[src/hw/rtl/tebs_pkg.sv]
`timescale 1ns / 1ps

package tebs_pkg;

    localparam int CLIENTS     = 64;
    localparam int CLIENT_W    = $clog2(CLIENTS);
    localparam int RATE_LEVELS = 4;
    localparam int RATE_W      = 16;
    localparam int KBPS_W      = 32;
    localparam int BYTES_W     = 24;
    localparam int DUR_W       = 32;
    localparam int ALPHA_W     = 9;
    localparam int COUNT_W     = 3;

    // bytes * 8000 needs 24 + 13 bits
    localparam int KBPS_SCALE  = 8000;
    localparam int DIVIDEND_W  = BYTES_W + $clog2(KBPS_SCALE);
    localparam int DIV_CNT_W   = $clog2(DIVIDEND_W);

    localparam logic [ALPHA_W-1:0] ALPHA_ONE   = ALPHA_W'(256);
    localparam logic [ALPHA_W-1:0] ALPHA_RESET = ALPHA_W'(128);
    localparam logic [COUNT_W-1:0] COUNT_RESET = COUNT_W'(1);

    localparam int CFG_IDX_W = 3;
    localparam logic [CFG_IDX_W-1:0] CFG_ALPHA        = CFG_IDX_W'(0);
    localparam logic [CFG_IDX_W-1:0] CFG_RATE_COUNT   = CFG_IDX_W'(1);
    localparam logic [CFG_IDX_W-1:0] CFG_RATE_LEVEL_0 = CFG_IDX_W'(2);
    localparam int CFG_DATA_W = 16;

    localparam logic MODE_FRAG = 1'b0;
    localparam logic MODE_PICK = 1'b1;

    typedef struct packed {
        logic               mode;
        logic [CLIENT_W-1:0] client;
        logic [BYTES_W-1:0] frag_bytes;
        logic [DUR_W-1:0]   duration_us;
    } t_req;

    typedef struct packed {
        logic [KBPS_W-1:0] inst_kbps;
        logic [KBPS_W-1:0] avg_kbps;
        logic [RATE_W-1:0] chosen_rate;
    } t_res;

    function automatic logic [RATE_W-1:0] rate_reset(input int k);
        logic [RATE_W-1:0] v;
        case (k)
            0:       v = RATE_W'(10);
            1:       v = RATE_W'(100);
            2:       v = RATE_W'(500);
            3:       v = RATE_W'(1000);
            default: v = '0;
        endcase
        return v;
    endfunction

endpackage

[src/hw/rtl/tebs_ram.sv]
`timescale 1ns / 1ps

module tebs_ram #(
    parameter int WIDTH = 32,
    parameter int DEPTH = 64
) (
    input  logic                     i_clk,
    input  logic                     i_wr_en,
    input  logic [$clog2(DEPTH)-1:0] i_wr_addr,
    input  logic [WIDTH-1:0]         i_wr_data,
    input  logic                     i_rd_en,
    input  logic [$clog2(DEPTH)-1:0] i_rd_addr,
    output logic [WIDTH-1:0]         o_rd_data
);

    logic [WIDTH-1:0] r_mem [DEPTH];
    logic [WIDTH-1:0] r_rd_data;

    always_ff @(posedge i_clk) begin
        if (i_wr_en) begin
            r_mem[i_wr_addr] <= i_wr_data;
        end
        if (i_rd_en) begin
            r_rd_data <= r_mem[i_rd_addr];
        end
    end

    assign o_rd_data = r_rd_data;

endmodule

[src/hw/rtl/tebs_div.sv]
`timescale 1ns / 1ps

module tebs_div
    import tebs_pkg::*;
(
    input  logic                  i_clk,
    input  logic                  i_rst_n,
    input  logic                  i_start,
    input  logic [DIVIDEND_W-1:0] i_dividend,
    input  logic [DUR_W-1:0]      i_divisor,
    output logic                  o_done,
    output logic [DIVIDEND_W-1:0] o_quotient
);

    logic                  r_run;
    logic                  r_done;
    logic [DIV_CNT_W-1:0]  r_cnt;
    logic [DUR_W-1:0]      r_div;
    logic [DUR_W-1:0]      r_rem;
    // dividend bits shift out at the top while quotient bits enter at the bottom
    logic [DIVIDEND_W-1:0] r_quo;

    logic [DUR_W:0]   rem_sh;
    logic             ge;
    logic [DUR_W:0]   rem_sub;

    always_comb begin
        rem_sh  = {r_rem, r_quo[DIVIDEND_W-1]};
        ge      = rem_sh >= {1'b0, r_div};
        rem_sub = rem_sh - {1'b0, r_div};
    end

    always_ff @(posedge i_clk) begin
        if (!i_rst_n) begin
            r_run  <= 1'b0;
            r_done <= 1'b0;
            r_cnt  <= '0;
        end else begin
            r_done <= 1'b0;
            if (i_start) begin
                r_run <= 1'b1;
                r_cnt <= '0;
                r_rem <= '0;
                r_div <= i_divisor;
                r_quo <= i_dividend;
            end else if (r_run) begin
                r_rem <= ge ? rem_sub[DUR_W-1:0] : rem_sh[DUR_W-1:0];
                r_quo <= {r_quo[DIVIDEND_W-2:0], ge};
                r_cnt <= r_cnt + 1'b1;
                if (r_cnt == DIV_CNT_W'(DIVIDEND_W - 1)) begin
                    r_run  <= 1'b0;
                    r_done <= 1'b1;
                end
            end
        end
    end

    assign o_done     = r_done;
    assign o_quotient = r_quo;

    a_done_after_run: assert property (@(posedge i_clk) disable iff (!i_rst_n)
        r_done |-> $past(r_run))
        else $error("divider finished without running");

    a_no_restart: assert property (@(posedge i_clk) disable iff (!i_rst_n)
        i_start |-> !r_run)
        else $error("divider restarted while busy");

    a_rem_below_div: assert property (@(posedge i_clk) disable iff (!i_rst_n)
        r_run && !i_start |-> r_rem < r_div)
        else $error("partial remainder not below divisor");

endmodule

[src/hw/rtl/throughput_ewma_bitrate_selector.sv]
`timescale 1ns / 1ps

// channel   | handshake                    | payload
// request   | start, busy                  | i_req   (t_req)
// result    | o_res_valid strobe           | o_res   (t_res)
// config    | i_cfg_valid, o_cfg_ready     | i_cfg_index, i_cfg_data
//
// a bitrate request passes S_READ and S_OLD, a fragment request also S_DIV,
// S_BLEND and S_WRITE: the restoring divider takes one quotient bit a cycle over
// the 37-bit dividend bytes*8000. one request at a time; busy falls with the strobe.
// synchronous active-low reset clears the averages through per-client valid bits.
// the result strobe lasts one cycle and cannot be held off.

module throughput_ewma_bitrate_selector
    import tebs_pkg::*;
(
    input  logic                  i_clk,
    input  logic                  i_rst_n,
    input  logic                  start,
    output logic                  busy,
    input  t_req                  i_req,
    output logic                  o_res_valid,
    output t_res                  o_res,
    input  logic                  i_cfg_valid,
    output logic                  o_cfg_ready,
    input  logic [CFG_IDX_W-1:0]  i_cfg_index,
    input  logic [CFG_DATA_W-1:0] i_cfg_data
);

    typedef enum logic [2:0] {
        S_IDLE,
        S_READ,
        S_OLD,
        S_DIV,
        S_BLEND,
        S_WRITE
    } t_state;

    t_state                r_state;
    logic                  r_res_valid;
    t_res                  r_res;
    logic                  r_mode;
    logic [CLIENT_W-1:0]   r_client;
    logic [DUR_W-1:0]      r_dur;
    logic [DIVIDEND_W-1:0] r_dividend;
    logic [KBPS_W-1:0]     r_old;
    logic [KBPS_W-1:0]     r_inst;
    logic signed [42:0]    r_prod;
    logic [CLIENTS-1:0]    r_seen;
    logic                  r_div_start;

    logic [ALPHA_W-1:0]    r_alpha;
    logic [COUNT_W-1:0]    r_count;
    logic [RATE_W-1:0]     r_rate [RATE_LEVELS];

    logic                  accept;
    logic [KBPS_W-1:0]     ram_rd_data;
    logic [KBPS_W-1:0]     old_avg;
    logic                  div_done;
    logic [DIVIDEND_W-1:0] div_quo;
    logic [DUR_W-1:0]      divisor;
    logic [KBPS_W-1:0]     inst_sat;
    logic [ALPHA_W-1:0]    alpha_eff;
    logic signed [KBPS_W:0] diff;
    logic signed [42:0]    prod;
    logic [KBPS_W-1:0]     new_avg;
    logic [COUNT_W:0]      count_eff;
    logic [RATE_W-1:0]     pick;
    logic                  cfg_wr;

    assign accept      = start && !busy;
    assign busy        = (r_state != S_IDLE);
    assign o_res_valid = r_res_valid;
    assign o_res       = r_res;
    assign o_cfg_ready = 1'b1;
    assign cfg_wr      = i_cfg_valid && o_cfg_ready;

    tebs_ram #(
        .WIDTH (KBPS_W),
        .DEPTH (CLIENTS)
    ) u_avg_ram (
        .i_clk     (i_clk),
        .i_wr_en   (r_state == S_WRITE),
        .i_wr_addr (r_client),
        .i_wr_data (new_avg),
        .i_rd_en   (r_state == S_READ),
        .i_rd_addr (r_client),
        .o_rd_data (ram_rd_data)
    );

    // zero duration counts as one microsecond
    assign divisor = (r_dur == '0) ? DUR_W'(1) : r_dur;

    tebs_div u_div (
        .i_clk      (i_clk),
        .i_rst_n    (i_rst_n),
        .i_start    (r_div_start),
        .i_dividend (r_dividend),
        .i_divisor  (divisor),
        .o_done     (div_done),
        .o_quotient (div_quo)
    );

    always_comb begin
        old_avg   = r_seen[r_client] ? ram_rd_data : '0;
        inst_sat  = (div_quo[DIVIDEND_W-1:KBPS_W] != '0) ? '1 : div_quo[KBPS_W-1:0];
        alpha_eff = (r_alpha > ALPHA_ONE) ? ALPHA_ONE : r_alpha;
        // (a*new + (256-a)*old) >> 8 == old + floor(a*(new-old) / 256)
        diff      = $signed({1'b0, r_inst}) - $signed({1'b0, r_old});
        prod      = diff * $signed({1'b0, alpha_eff});
        new_avg   = r_old + KBPS_W'(r_prod >>> 8);

        if (r_count == '0) begin
            count_eff = (COUNT_W + 1)'(1);
        end else if (int'(r_count) > RATE_LEVELS) begin
            count_eff = (COUNT_W + 1)'(RATE_LEVELS);
        end else begin
            count_eff = {1'b0, r_count};
        end

        // highest enabled level with 2*avg > 3*rate, level 0 otherwise
        pick = r_rate[0];
        for (int i = 0; i < RATE_LEVELS; i++) begin
            if (i < int'(count_eff) &&
                ({old_avg, 1'b0} > ((KBPS_W + 1)'({r_rate[i], 1'b0}) +
                                    (KBPS_W + 1)'(r_rate[i])))) begin
                pick = r_rate[i];
            end
        end
    end

    always_ff @(posedge i_clk) begin
        if (!i_rst_n) begin
            r_alpha <= ALPHA_RESET;
            r_count <= COUNT_RESET;
            for (int i = 0; i < RATE_LEVELS; i++) begin
                r_rate[i] <= rate_reset(i);
            end
        end else if (cfg_wr) begin
            if (i_cfg_index == CFG_ALPHA) begin
                r_alpha <= i_cfg_data[ALPHA_W-1:0];
            end
            if (i_cfg_index == CFG_RATE_COUNT) begin
                r_count <= i_cfg_data[COUNT_W-1:0];
            end
            for (int i = 0; i < RATE_LEVELS; i++) begin
                if (int'(i_cfg_index) == int'(CFG_RATE_LEVEL_0) + i) begin
                    r_rate[i] <= i_cfg_data[RATE_W-1:0];
                end
            end
        end
    end

    always_ff @(posedge i_clk) begin
        if (!i_rst_n) begin
            r_state     <= S_IDLE;
            r_res_valid <= 1'b0;
            r_div_start <= 1'b0;
            r_seen      <= '0;
        end else begin
            r_res_valid <= 1'b0;
            r_div_start <= 1'b0;
            case (r_state)
                S_IDLE: begin
                    if (accept) begin
                        r_mode     <= i_req.mode;
                        r_client   <= i_req.client;
                        r_dur      <= i_req.duration_us;
                        // bytes * 8000 as bytes * (8192 - 128 - 64)
                        r_dividend <= (DIVIDEND_W'(i_req.frag_bytes) << 13) -
                                      (DIVIDEND_W'(i_req.frag_bytes) << 7) -
                                      (DIVIDEND_W'(i_req.frag_bytes) << 6);
                        r_state    <= S_READ;
                    end
                end
                S_READ: begin
                    r_state <= S_OLD;
                end
                S_OLD: begin
                    r_old <= old_avg;
                    if (r_mode == MODE_PICK) begin
                        r_res.inst_kbps   <= '0;
                        r_res.avg_kbps    <= old_avg;
                        r_res.chosen_rate <= pick;
                        r_res_valid       <= 1'b1;
                        r_state           <= S_IDLE;
                    end else begin
                        r_div_start <= 1'b1;
                        r_state     <= S_DIV;
                    end
                end
                S_DIV: begin
                    if (div_done) begin
                        r_inst  <= inst_sat;
                        r_state <= S_BLEND;
                    end
                end
                S_BLEND: begin
                    r_prod  <= prod;
                    r_state <= S_WRITE;
                end
                S_WRITE: begin
                    r_seen[r_client]  <= 1'b1;
                    r_res.inst_kbps   <= r_inst;
                    r_res.avg_kbps    <= new_avg;
                    r_res.chosen_rate <= '0;
                    r_res_valid       <= 1'b1;
                    r_state           <= S_IDLE;
                end
                default: begin
                    r_state <= S_IDLE;
                end
            endcase
        end
    end

    a_busy_after_accept: assert property (@(posedge i_clk) disable iff (!i_rst_n)
        accept |=> busy)
        else $error("request accepted but block not busy");

    a_result_ends_work: assert property (@(posedge i_clk) disable iff (!i_rst_n)
        o_res_valid |-> $past(busy) && !busy)
        else $error("result strobe without a request in flight");

    a_div_done_in_wait: assert property (@(posedge i_clk) disable iff (!i_rst_n)
        div_done |-> r_state == S_DIV)
        else $error("divider finished outside the wait state");

    a_one_kind_of_result: assert property (@(posedge i_clk) disable iff (!i_rst_n)
        o_res_valid |-> (o_res.inst_kbps == '0) || (o_res.chosen_rate == '0))
        else $error("result carries both a throughput and a bitrate");

endmodule

[config.mk]
export PLATFORM = sky130hd
export DESIGN_NAME = throughput_ewma_bitrate_selector
export DESIGN_NICKNAME = d
export VERILOG_FILES = /design/src/hw/rtl/tebs_pkg.sv /design/src/hw/rtl/tebs_ram.sv /design/src/hw/rtl/tebs_div.sv /design/src/hw/rtl/throughput_ewma_bitrate_selector.sv
export SDC_FILE = /design/constraint.sdc
export NUM_CORES = 2
export LEC_CHECK = 0
export BUFFER_PORTS_ARGS = -buffer_cell sky130_fd_sc_hd__buf_4
export CORE_ASPECT_RATIO = 0.7
export CORE_MARGIN = 10
export CORE_UTILIZATION = 30
export CTS_BUF_LIST = sky130_fd_sc_hd__clkbuf_4 sky130_fd_sc_hd__clkbuf_8
export CTS_CLUSTER_DIAMETER = 120
export DETAILED_ROUTE_END_ITERATION = 10
export GPL_TIMING_DRIVEN = 0
export PLACE_DENSITY_LB_ADDON = 0.05
export SLEW_MARGIN = 40
export SYNTH_ARGS = -nofsm -noshare
export SYNTH_HDL_FRONTEND = slang
export SYNTH_SLANG_ARGS = --single-unit
[constraint.sdc]
create_clock -name i_clk -period 17.6 [get_ports i_clk]
set_input_delay 0.88 -clock i_clk [delete_from_list [all_inputs] [get_ports i_clk]]
set_output_delay 0.88 -clock i_clk [all_outputs]
set_load 0.01 [all_outputs]
Yosys cells after proc, flatten, opt, wreduce, memory -nomap -nowiden
Memory sizes are Yosys's and may differ from the RTL's. A register that Yosys moved wholly into a read port is not among the register bits. Index checks and enable logic that the tools add are counted.

Flip-flop bits (word level): 450. Bits of input ports: 86. Memories kept: 2. Bits in writable memories: 2112. Output and inout bits: 83.

Reductions and logical operators: 26. Add/sub/neg operators: 9. Multiply operators: 1. Magnitude comparators: 11. Bitwise operators: 7. Muxes and demuxes: 55. Equal/unequal tests: 14.

Memory list: u_avg_ram.r_mem (words 64, width 32, rd ports 1, clocked after Yosys merged registers in 1, wr ports 1, line tebs_ram.sv:16) `logic [WIDTH-1:0] r_mem [DEPTH];`; r_rate (words 4, width 16, rd ports 4, clocked after Yosys merged registers in 0, wr ports 4, line throughput_ewma_bitrate_selector.sv:54) `logic [RATE_W-1:0] r_rate [RATE_LEVELS];`.

Operators by type and width (count): two-way mux 16 bit (11); case mux 80 bit (2 select lines) (1); > comparator 33 x 18 -> 1 bit (3); two-way mux 32 bit (3); two-way mux 80 bit (1); two-way mux 37 bit (2); OR 64 bit (1); adder 17 x 16 -> 18 bit (3); multiplier 33 x 10 -> 40 bit (1); subtractor 37 x 30 -> 37 bit (1); subtractor 37 x 31 -> 37 bit (1); >= comparator 33 x 32 -> 1 bit (1); subtractor 32 x 32 -> 33 bit (1); adder 32 bit (1); logical NOT 32 bit (1); subtractor 32 bit (1); two-way mux 1 bit (27); == test 3 bit, second input constant (6); case mux 3 bit (5 select lines) (1); AND reduction 2 bit (7); > comparator 9 bit, second input constant (1); logical NOT 3 bit (3); two-way mux 3 bit (3); two-way mux 9 bit (1); other kinds (26) (41).

Depth between registers and ports, before layout
Depth in word-level cells: 10. Mapped depth: 33.

Modules after synthesis
From an unflattened synthesis, not the netlist that was laid out.

Cell total of the unflattened synthesis: 7079. Area, all modules: 117305.0 um2.

Modules (own cells, without submodules): tebs_ram (sequential area each 62459.9 um2, area an instance 78833.1 um2, cells an instance 3324, times used 1); throughput_ewma_bitrate_selector (sequential area each 10930.5 um2, area an instance 32326.0 um2, cells an instance 3217, times used 1); tebs_div (sequential area each 3193.1 um2, area an instance 6145.9 um2, cells an instance 538, times used 1).

Worst setup path after synthesis
No wires, ideal clock.

Kind: register to register. From: register r_old[4]. To: register r_prod[36], data pin. Period minus slack after synthesis: 8076 ps. Cell stages (with the launch flop): 34. Arrival: 7818 ps. Path buffers: 0. Required time: 17341 ps. Setup slack: 9524 ps. Cell sequence: edfxtp_1 inv_1 ha_1 or4_1 o21ai_0 a21oi_1 a311o_1 a21o_1 a21o_1 a21oi_1 o21bai_1 a311oi_1 xnor2_1 nand2_1 fa_1 inv_1 fa_1 fa_1 fa_1 inv_1 fa_1 inv_1 ha_1 a21o_1 a21o_1 a21o_1 a221o_1 a21o_1 a31oi_1 o22ai_1 nor2_1 inv_1 a21oi_1 xnor2_1.

Cells in the longest elaborated chain, start to end: 2.

RTL lines: start: declaration (line throughput_ewma_bitrate_selector.sv:46) `logic [KBPS_W-1:0] r_old;`; start signal: assignment (line throughput_ewma_bitrate_selector.sv:180) `r_old <= old_avg;`; subtractor 32 x 32 -> 33 bit (line throughput_ewma_bitrate_selector.sv:109) `diff = $signed({1'b0, r_inst}) - $signed({1'b0, r_old});`; multiplier 33 x 10 -> 40 bit (line throughput_ewma_bitrate_selector.sv:110) `prod = diff * $signed({1'b0, alpha_eff});`; named net prod[36] (line throughput_ewma_bitrate_selector.sv:65) `logic signed [42:0] prod;`; end signal: assignment (line throughput_ewma_bitrate_selector.sv:199) `r_prod <= prod;`; end: declaration (line throughput_ewma_bitrate_selector.sv:48) `logic signed [42:0] r_prod;`.

The timed path passes the listed nets, and every way through them passes these cells. A chain may end at the register's enable or synchronous reset.

Worst setup path in the final report
From: register r_old[4]. To: register r_prod[39], data pin.

Same word-level chain as after synthesis.

==> metrics.md <==
| Metric | Value |
|---|---|
| Pwr dens | 96.2 nW/um2 |
| Most frequent cells in the layout | edfxtp_1, a22oi_1, clkbuf_8 |
| Highest Clock Rate | 101 MHz |
| Syn Nets | 8,204 |
| Startpoint class of the critical path | register |
| Initial antenna violation count | between 90 and 100 |
| Setup violations, final | 0 |
| Most frequent CP cell | fa_1 |
| Worst Skew | 0.129 ns |
| # DRC | 0 |
| Worst r2r src | r_old[4]$_DFFE_PP_ |
| Routed WL | 559,000 um |
| Port bufs | roughly 170 |
| Remaining global-route overflow | 0 |
| Clock root buffer | clkbuf_8 |
| Post-synthesis sequential area ratio | 68.3% |
| Detailed placement HPWL | roughly 430,000 um |
| Relative slew slack | about 30% |
| Cts hold-fix bufs | 59 |
| Ys Warns | 0 |
| Worst setup path start | r_old[4]$_DFFE_PP_ |
| Row count | approximately 190 |
| Area share of the largest cell type after synthesis | 66.7% |
| MaxCap Viol Count | 0 |
| Die height | 532 um |
| First-pass GRT wire length | 726,000 um |
| Post-CTS sizing | 0 |
| CTS clk-pin slew, worst paths | 0.06 ns |
| Area growth, synth to finish | 24.9% |
| HP Start | i_cfg_index[2] |
| Mapped Cells | 7,549 |
| IO Count | 169 |
| Vias per Instance | 5.65 |
| #FFs+latches synth | 2,580 |
| Commonest non-fill, non-tap cell in the layout | edfxtp_1 |
| Clock Latency Late Sink | 1.23 ns |
| Worst VDD drop | 0.0575 mV |
| First drt pass iteration count | 6 |
| Die width | 751 um |
| Tmin final | roughly 9.9 ns |
| Netlist cell types | 77 |
| Synthesized area per cell | 14.9 um2 |
| Worst Path Class, Setup | reg2reg |
| EDFF count, synth | 2,491 |
| Layout cells sized above 1 | 21.6% |
| Layout Nets | approximately 9,400 |
| Via Count | 79,239 |
| Fraction of registers with async set/reset | 0% |
| Top post-synthesis cells by area | edfxtp_1, a22oi_1, fa_1 |
| Setup TNS | 0 ns |
| Worst-Margin Slew | 1.05 ns |
| H-tree Lvls | 5 |
| CTS Sinks | roughly 2,600 |
| Clock buffer depth | 4 |
| Mapped Area | 112,000 um2 |
| Routed len/inst | 39.9 um |
| Postcts setup bufs | 0 |
| Critical Path RT | ~18 ns |
| Largest net degree at the start of global routing | 47 |
| Slew Limit Fails | 0 |
| Status | completed |
| RSZ-0062 raised after global routing | false |
| CP endpoint kind | register |
| Core Area | 372,000 um2 |
| Slowest stage delay, CP | 0.61 ns |
| Tcrit/Tclk final | 56.5% |
| Worst Hold Class | in2reg |
| CP arrival | 10.78 ns |
| Vias in the first global route | 74,918 |
| Lkg Pwr | ~49 nW |
| Num CTS Buffers | 426 |
| Hold_ws | roughly 0.13 ns |
| Final Hold Viols | 0 |
| Die ar. | 399,000 um2 |
| RD Place Congestion | 0.936 |
| CP Max Fanout | 5 |
| Synth area leader | edfxtp_1 |
| Antenna-violating nets left | 0 |
| Post-synth top flop | edfxtp_1 |
| First-iteration detailed-routing DRC count | 11,769 |
| Initial Utilization | 30.2% |
| Total track usage | a little over a quarter |
| CTS tree | done |
| Crit-path slowest cell | xor2_1 |
-- critical path: cells and delay by family (launching register included) --
family	cells	cell delay, ns
buffers and inverters	4	0.26
flip-flops	1	0.41
AO/OA/AOI/OAI	11	2.88
AND/OR/NAND/NOR	6	1.77
XOR/XNOR	3	1.08
adder cells (fa/ha/maj)	7	3.26
-- cells in the mapped netlist, types with 137 or more instances --
cell type  instances
and2_1           169
ha_1             318
clkbuf_1         356
fa_1             251
nand2_1          275
nor2_1           438
edfxtp_1        2491
a21oi_1          292
inv_1            404
xnor2_1          138
a22oi_1          764
a22o_1           137
a221oi_1         138
nand4_1          147
-- kinds of logic (layout without fill, tap and decap cells) --
| logic type | after synthesis | after routing | synth area share (%) |
|---|---|---|---|
| xor+xnor | 195 | 195 | 1.53 |
| buf+inv | 798 | 2328 | 2.69 |
| fa+ha+maj | 569 | 569 | 8.03 |
| mux | 122 | 122 | 1.27 |
| simple gates | 1430 | 1430 | 6.29 |
| compound gates | 1854 | 1854 | 11.9 |
| flops | 2580 | 2580 | 68.3 |
| other cells | 1 | 27 | 0.00334 |
-- where the power goes --
group | internal [mW] | switching [mW]
Sequential | 6.77 | 0.0263
Combinational | 0.402 | 0.878
Clock | 2.74 | 2.66
Total | 9.91 | 3.57
-- layout make-up --
| class | count | area [um2] |
|---|---|---|
| flip-flops and latches | 2580 | 76600 |
| multi-input cells | 4171 | 34100 |
| fillers | 35196 | 231000 |
| clock buffers | 596 | 7200 |
| diodes | 26 | 65.1 |
| plain buffers | 394 | 1890 |
| well taps | 4914 | 6150 |
| inverters | 404 | 1520 |
| repair buffers | 760 | 11500 |
| clock inverters | 174 | 1080 |
-- sequential cells by signal (all words and copies together), names as in the netlist, 37 cells and up --
register          flops
r_seen               64
o_res                80
u_avg_ram.r_mem    2048
u_div.o_quotient     37
r_rate               64
-- path summary, 6_finish.rpt --
path                                                 to  slack (ns)  cells past startpoint
worst min-delay path            r_alpha[6]$_SDFFE_PN0P_        0.13                      4
worst max register to register     r_prod[39]$_DFFE_PP_        7.66                     31
worst max-delay path               r_prod[39]$_DFFE_PP_        7.66                     31
worst min register to register  r_seen[30]$_SDFFE_PN0P_        0.47                      2
-- through the flow --
stage	setup slack [ns]	cells	cell area [um2]	utilization [%]	power, mW
floorplan	9.52	7549	112000	-	7.49
global placement	4.77	12630	120000	32.2	8.07
detailed placement	7.82	13163	131000	35.2	8.15
CTS	7.71	13992	140000	37.6	13.5
global route	7.23	13997	140000	37.7	13.9
finish	7.66	14019	140000	37.7	13.5
-- routing by layer --
layer | global-route usage [%] | vias to the layer above | share of wire, %
met3 | 10.0 | 909 | 12
met1 | 40.5 | 41811 | 46
li1 | - | 31720 | -
met5 | 0.970 | - | 0.083
met2 | 35.4 | 4763 | 38
met4 | 8.13 | 36 | 3.4
Power figures use the tool's default switching activity.
